**config.mk**
```make
export PLATFORM = sky130hd
export DESIGN_NAME = presence_frame_receiver
export DESIGN_NICKNAME = d
export VERILOG_FILES = /design/src/rtl/pfr_pkg.sv /design/src/rtl/presence_frame_receiver.sv
export SDC_FILE = /design/constraint.sdc
export NUM_CORES = 1
export LEC_CHECK = 0
export BUFFER_PORTS_ARGS = -buffer_cell sky130_fd_sc_hd__buf_2
export CAP_MARGIN = 5
export CORE_ASPECT_RATIO = 0.5
export CORE_MARGIN = 1.5
export CORE_UTILIZATION = 35
export DETAILED_ROUTE_END_ITERATION = 10
export SLEW_MARGIN = 20
export SYNTH_ARGS = -nofsm -noshare
export SYNTH_HDL_FRONTEND = slang
export SYNTH_SLANG_ARGS = --single-unit
```
**constraint.sdc**
```tcl
create_clock -name clk_i -period 3.9 [get_ports clk_i]
set_input_delay 0.195 -clock clk_i [delete_from_list [all_inputs] [get_ports clk_i]]
set_output_delay 0.195 -clock clk_i [all_outputs]
set_load 0.1 [all_outputs]
```
**src/rtl/pfr_pkg.sv**
```systemverilog
// package for the presence frame receiver: frame constants, codes and payload types
package pfr_pkg;

  // frame geometry (valid range 7 to 32)
  localparam int unsigned FRAME_BYTES = 8;
  localparam int unsigned PosW        = $clog2(FRAME_BYTES);

  // fixed byte values
  localparam logic [7:0] SYNC0         = 8'hAA;
  localparam logic [7:0] SYNC1         = 8'h55;
  localparam logic [7:0] TYPE_PRESENCE = 8'h01;
  localparam logic [7:0] PRES_ABSENT   = 8'h00;
  localparam logic [7:0] PRES_PRESENT  = 8'h01;

  // input kinds
  typedef enum logic {
    KIND_BYTE    = 1'b0,
    KIND_TIMEOUT = 1'b1
  } kind_e;

  // frame check status
  typedef enum logic [2:0] {
    ST_ACCEPTED  = 3'd0,
    ST_CHECKSUM  = 3'd1,
    ST_BAD_MAGIC = 3'd2,
    ST_BAD_TYPE  = 3'd3,
    ST_PRIVACY   = 3'd4
  } status_e;

  // presence codes
  typedef enum logic [1:0] {
    PR_ABSENT    = 2'd0,
    PR_PRESENT   = 2'd1,
    PR_NO_SENSOR = 2'd2
  } presence_e;

  // input transaction
  typedef struct packed {
    logic       kind;
    logic [7:0] rx_byte;
  } in_item_t;

  // result transaction
  typedef struct packed {
    logic [2:0]  status;
    logic [1:0]  presence;
    logic [7:0]  confidence;
    logic [31:0] frame_total;
    logic        violations;
    logic        disabled;
  } out_item_t;

endpackage

```
**src/rtl/presence_frame_receiver.sv**
```systemverilog
// top level of the presence frame receiver: sync hunt, frame capture, check and result skid
//
// Accepts one transaction per cycle while in_stall_o is low: a received byte or a receive
// timeout. The receiver hunts for the sync pair 0xAA 0x55, then captures the rest of a
// FRAME_BYTES frame while keeping a running XOR, so the frame is checked as its last byte
// is accepted and the result is registered. A stall on the result side is absorbed by a
// two-entry output/skid register, and input stall rises only when both entries hold
// results. A frame that passes the checksum, sync and type checks with the vital-sign
// flag set disables the receiver until reset; later inputs are taken but ignored.
module presence_frame_receiver (
  input  logic                clk_i,
  input  logic                rst_ni,
  input  logic                in_valid_i,
  output logic                in_stall_o,
  input  pfr_pkg::in_item_t   in_data_i,
  output logic                out_valid_o,
  input  logic                out_stall_i,
  output pfr_pkg::out_item_t  out_data_o
);
  import pfr_pkg::*;

  localparam logic [PosW-1:0] PosSync0 = PosW'(0);
  localparam logic [PosW-1:0] PosSync1 = PosW'(1);
  localparam logic [PosW-1:0] PosType  = PosW'(2);
  localparam logic [PosW-1:0] PosFlags = PosW'(3);
  localparam logic [PosW-1:0] PosPres  = PosW'(4);
  localparam logic [PosW-1:0] PosConf  = PosW'(5);
  localparam logic [PosW-1:0] PosLast  = PosW'(FRAME_BYTES - 1);

  // control and running state
  logic [PosW-1:0] pos_q, pos_d;
  logic [1:0]      presence_q, presence_d;
  logic [7:0]      conf_q, conf_d;
  logic [31:0]     total_q, total_d;
  logic            viol_q, viol_d;
  logic            dis_q, dis_d;

  // captured frame bytes and running checksum
  logic [7:0] xor_q, xor_d;
  logic [7:0] sync0_q, sync0_d;
  logic [7:0] sync1_q, sync1_d;
  logic [7:0] type_q, type_d;
  logic [7:0] flags_q, flags_d;
  logic [7:0] pres_q, pres_d;
  logic [7:0] confb_q, confb_d;

  // result staging
  logic      out_valid_q, out_valid_d;
  logic      skid_valid_q, skid_valid_d;
  out_item_t out_q, out_d, skid_q, skid_d;

  logic      accept;
  logic      res_valid;
  out_item_t res;
  status_e   status;

  assign accept      = in_valid_i && !in_stall_o;
  assign in_stall_o  = skid_valid_q;
  assign out_valid_o = out_valid_q;
  assign out_data_o  = out_q;

  // frame check on the last byte, priority order
  always_comb begin
    if (xor_q != in_data_i.rx_byte) begin
      status = ST_CHECKSUM;
    end else if (sync0_q != SYNC0 || sync1_q != SYNC1) begin
      status = ST_BAD_MAGIC;
    end else if (type_q != TYPE_PRESENCE) begin
      status = ST_BAD_TYPE;
    end else if (flags_q[0]) begin
      status = ST_PRIVACY;
    end else begin
      status = ST_ACCEPTED;
    end
  end

  // next state of the receiver
  always_comb begin
    pos_d      = pos_q;
    presence_d = presence_q;
    conf_d     = conf_q;
    total_d    = total_q;
    viol_d     = viol_q;
    dis_d      = dis_q;
    xor_d      = xor_q;
    sync0_d    = sync0_q;
    sync1_d    = sync1_q;
    type_d     = type_q;
    flags_d    = flags_q;
    pres_d     = pres_q;
    confb_d    = confb_q;
    res_valid  = 1'b0;

    if (accept && !dis_q) begin
      if (in_data_i.kind == KIND_TIMEOUT) begin
        if (pos_q != PosSync0 && pos_q != PosSync1) begin
          pos_d = PosSync0;
        end
      end else if (pos_q == PosSync0) begin
        if (in_data_i.rx_byte == SYNC0) begin
          sync0_d = in_data_i.rx_byte;
          xor_d   = in_data_i.rx_byte;
          pos_d   = PosSync1;
        end
      end else if (pos_q == PosSync1) begin
        if (in_data_i.rx_byte == SYNC1) begin
          sync1_d = in_data_i.rx_byte;
          xor_d   = xor_q ^ in_data_i.rx_byte;
          pos_d   = PosType;
        end else if (in_data_i.rx_byte == SYNC0) begin
          // sync restart keeps this byte as the first sync byte
          sync0_d = in_data_i.rx_byte;
          xor_d   = in_data_i.rx_byte;
          pos_d   = PosSync1;
        end else begin
          pos_d = PosSync0;
        end
      end else if (pos_q == PosLast) begin
        pos_d     = PosSync0;
        res_valid = 1'b1;
        if (status == ST_PRIVACY) begin
          viol_d     = 1'b1;
          dis_d      = 1'b1;
          presence_d = PR_NO_SENSOR;
        end else if (status == ST_ACCEPTED) begin
          if (pres_q == PRES_ABSENT) begin
            presence_d = PR_ABSENT;
          end else if (pres_q == PRES_PRESENT) begin
            presence_d = PR_PRESENT;
          end else begin
            presence_d = PR_NO_SENSOR;
          end
          conf_d  = confb_q;
          total_d = total_q + 32'd1;
        end
      end else begin
        // capture a body byte
        xor_d = xor_q ^ in_data_i.rx_byte;
        pos_d = pos_q + PosW'(1);
        if (pos_q == PosType)  type_d  = in_data_i.rx_byte;
        if (pos_q == PosFlags) flags_d = in_data_i.rx_byte;
        if (pos_q == PosPres)  pres_d  = in_data_i.rx_byte;
        if (pos_q == PosConf)  confb_d = in_data_i.rx_byte;
      end
    end
  end

  // result transaction built from the updated state
  always_comb begin
    res.status      = status;
    res.presence    = presence_d;
    res.confidence  = conf_d;
    res.frame_total = total_d;
    res.violations  = viol_d;
    res.disabled    = dis_d;
  end

  // output register and skid entry
  always_comb begin
    out_valid_d  = out_valid_q;
    out_d        = out_q;
    skid_valid_d = skid_valid_q;
    skid_d       = skid_q;
    if (!out_valid_q) begin
      out_valid_d = res_valid;
      out_d       = res;
    end else if (!out_stall_i) begin
      if (skid_valid_q) begin
        out_d        = skid_q;
        skid_valid_d = res_valid;
        skid_d       = res;
      end else begin
        out_valid_d = res_valid;
        out_d       = res;
      end
    end else if (res_valid) begin
      skid_valid_d = 1'b1;
      skid_d       = res;
    end
  end

  // control registers
  always_ff @(posedge clk_i or negedge rst_ni) begin
    if (!rst_ni) begin
      pos_q        <= PosSync0;
      presence_q   <= PR_NO_SENSOR;
      conf_q       <= 8'd0;
      total_q      <= 32'd0;
      viol_q       <= 1'b0;
      dis_q        <= 1'b0;
      out_valid_q  <= 1'b0;
      skid_valid_q <= 1'b0;
    end else begin
      pos_q        <= pos_d;
      presence_q   <= presence_d;
      conf_q       <= conf_d;
      total_q      <= total_d;
      viol_q       <= viol_d;
      dis_q        <= dis_d;
      out_valid_q  <= out_valid_d;
      skid_valid_q <= skid_valid_d;
    end
  end

  // payload registers
  always_ff @(posedge clk_i) begin
    xor_q   <= xor_d;
    sync0_q <= sync0_d;
    sync1_q <= sync1_d;
    type_q  <= type_d;
    flags_q <= flags_d;
    pres_q  <= pres_d;
    confb_q <= confb_d;
    out_q   <= out_d;
    skid_q  <= skid_d;
  end

endmodule

```
==> reports/results.ini <==
[synth]
synthFlopType = edfxtp_1
yosys_warnings = 0
synth_nets = 642
ys_seq_area_share_pct = 68.9
syn_inst = 622
ys_seq_elements = 192
avgSynthCellArea_um2 = 12.9
synth_cell_types = 49
netlist_area_um2 = 8020
synth_edf_count = 143
synthArstFlopShare_pct = 25.5

[cts]
clk_pin_slew_ps = 70
cts.sinks = 192
post_cts_resized = 0
clockBufferDepth = 2
ctsHoldBuffers = 2
htree_num_levels = 4
cts-root-buf = clkbuf_16
cts_buffers = 17
cts_tree = done
cts_setup_buffers = 0
clock_latency_ps = 430

[detailed_routing]
drc_errors = 0
avgRoutedWirePerCell_um = 17.3
drt_iter0_drc = 335
dr.pass1.iters = 5
via_per_inst = 5.19
detail_route.wirelength_um = 17400
num_vias = 5201
drtAntennaViolNets = 0

[worst_setup_path]
cp_top_family = simple AND/OR/NAND/NOR gates
worstPathCellList = nor4b_4, nand2_1, nor4_1, a31o_2, a31oi_1
cp-start-kind = flop
timing.critical_path.buf_inv = 0
r2r_end = out_data_o[19]
slowest_delay_ps = 910
required_ps = 4060
rr_worst_depth = 5
slowest_stage = nor4_1
r2r_setup_slack_ps = 980
worstSetupEndpointType = flop
cp.arrival_ps = 3070
crit_type = reg -> reg
r2r_start = in_stall_o
crit_fanout = 8

[status]
status = finished, final reports clean

[floorplanning]
die_h_um = 110
start_util_pct = 36.3
core_um2 = 22100
rows = 38
die_w_um = 217
pin_count = 62
die-area_um2 = 23900

[final_layout]
fin_util_pct = 42.4
fin_nets = 710
fill_cells = 2070
drive_gt1_share_pct = 16.9
fin_area_um2 = 9360
n_antenna_cell = 0
area_delta_synth_final_pct = 16.7

[sta]
rsz0062_at_grt = no
setup_slack_ps = 984
finalCritPeriodShare_pct = 74.8
tns_ps = 0
tightest_slew_ps = 989
hold_slack_ps = 113
fmax_ghz = 0.343
max_slew_margin_pct = 33.4
hold_violations = 0
fin_skew_ps = 11.1
period_needed_ps = 2920
maxSlewViolCount = 0
setup_viol = 0

[pwr]
p_sw_uw = 1050
clkPwrFrac_pct = 41.8
comb_power_share_pct = 7.5
p_leak_uw = 0.00369
peakVddDrop_mv = 0.285
power-per-cell-area_nw_per_um2 = 480
swShare_pct = 23.5
p_seq_share_pct = 50.7
cell_internal_pwr_uw = 3440

[global_route]
grt_pass1_wl_um = 27700
globalRouteTotalUtil_pct = 15.3
grt_pass1_vias = 5187
grt_max_degree = 59
antenna_found_initial = 1
gr-total-overflow = 0

[hold_path]
holdCritStartpoint = in_data_i[4]
hold_class = in -> reg
holdPathStages = 1
whs_endpoint = pres_q[4]

[place]
place_area_um2 = 8700
place_congestion = 0.819
io_buffers = 61
pre_cts_ws_ps = 1010
hpwl_um = 11200

[job]
drv_cap = 0

[cell usage after synthesis, types with 2 or more instances]
library cell / n / share of area [%]
and4b_1: 2 / 0.25
and3_1: 4 / 0.31
o21bai_1: 2 / 0.19
and4_1: 7 / 0.76
or4bb_1: 5 / 0.70
xnor2_1: 2 / 0.22
nor4_1: 13 / 1.0
or4_1: 24 / 2.2
buf_1: 2 / 0.094
nor3b_1: 5 / 0.47
buf_2: 2 / 0.12
ha_1: 7 / 1.1
nand2b_1: 3 / 0.23
and2_1: 8 / 0.62
nand3_1: 28 / 1.7
a31oi_1: 41 / 3.2
o31ai_1: 19 / 1.8
nor4bb_1: 2 / 0.25
or3_1: 4 / 0.31
nand4_1: 14 / 1.1
a21o_1: 7 / 0.66
nand4b_1: 2 / 0.22
dfrtp_1: 48 / 15
clkbuf_1: 22 / 1.0
a31o_2: 5 / 0.55
nor3_1: 3 / 0.19
nor2b_1: 3 / 0.23
a21oi_1: 7 / 0.44
inv_1: 22 / 1.0
o21ai_0: 32 / 2.0
nor2_1: 53 / 2.5
edfxtp_1: 143 / 54
xor2_1: 8 / 0.87
nand2_1: 56 / 2.6
a221o_1: 3 / 0.37
[stage by stage]
stage               std cells  power (µW)
global placement          969        2640
global route             1003        4650
detailed placement        969        2650
floorplan                 622        2540
finish                   1003        4490
CTS                      1003        4530
[worst max-delay path by stage]
stage                     startpoint             end  slack [ps]  depth (start not counted)
after floorplan           in_stall_o       skid_q[0]         440                          5
after global placement      pos_q[0]  out_data_o[33]        1120                          7
after detailed placement    pos_q[1]  out_data_o[33]        1010                          7
after CTS                   pos_q[1]  out_data_o[33]        1000                          7
after global routing      in_stall_o  out_data_o[19]         820                          5
final                     in_stall_o  out_data_o[19]         980                          5
[power by group through the flow]
stage          clock network [µW]  logic (µW)  registers, µW
4_1_cts                      1920         333           2280
2_1_floorplan                   0         207           2330
3_3_place_gp                    0         319           2320
5_1_grt                      1990         375           2280
6_report                     1880         335           2280
3_5_place_dp                    0         330           2320
[registers in the layout, indices dropped and copies added (netlist names)]
register / flops
out_data_o: 47
skid_q: 47
total_q: 32
conf_q: 8
confb_q: 8
pres_q: 8
sync0_q: 8
sync1_q: 8
type_q: 8
xor_q: 8
pos_q: 3
presence_q: 2
dis_q: 1
flags_q: 1
in_stall_o: 1
out_valid_o: 1
viol_q: 1
[worst reg2reg max path, cell delays in order (launching register included)]
cell,delay (ps)
dfrtp_1,500
nor4b_4,580
nand2_1,290
nor4_1,910
a31o_2,280
a31oi_1,90
[cell type report]
cell class | count | area (µm²) | area share [%]
timing repair buffer | 75 | 415 | 4.44
clock buffer | 18 | 429 | 4.59
tap | 300 | 375 | 4.01
inverter | 22 | 82.6 | 0.883
multi-input combinational | 382 | 2330 | 24.9
clock inverter | 14 | 201 | 2.15
sequential | 192 | 5520 | 59.0
[cell usage in the layout, fill, tap and decap left out, drive strengths merged, types with 7 or more instances in the layout]
cell | synthesis | final
clkbuf | 22 | 18
and2 | 8 | 8
xor2 | 8 | 8
a21o | 7 | 7
a31oi | 41 | 41
and4 | 7 | 7
nor4 | 13 | 13
o21ai | 32 | 32
inv | 22 | 27
or4 | 25 | 25
edfxtp | 143 | 143
a21oi | 7 | 7
o31ai | 19 | 19
nand2 | 56 | 56
dfrtp | 48 | 48
nand3 | 28 | 28
buf | 4 | 73
nor2 | 53 | 53
nand4 | 15 | 15
ha | 7 | 7
[per-layer routing]
metal,GRT usage [%],part of all wire [%],wire length [µm],vias to the layer above
met5,0,0,0,-
met4,6.05,1.2,206,0
met3,3.26,3.8,664,16
met2,24.8,46,8040,93
met1,20.4,49,8450,2555
li1,-,-,-,2537
[logic make-up after synthesis]
group | Yosys count | synth area share [%]
adder cells (fa/ha/maj) | 7 | 1.09
flip-flops | 192 | 68.9
XOR/XNOR | 10 | 1.09
buffers and inverters | 48 | 2.28
AO/OA/AOI/OAI | 121 | 9.72
multiplexers | 2 | 0.265
AND/OR/NAND/NOR | 242 | 16.7
No activity file was read; power rests on OpenSTA's default activity.
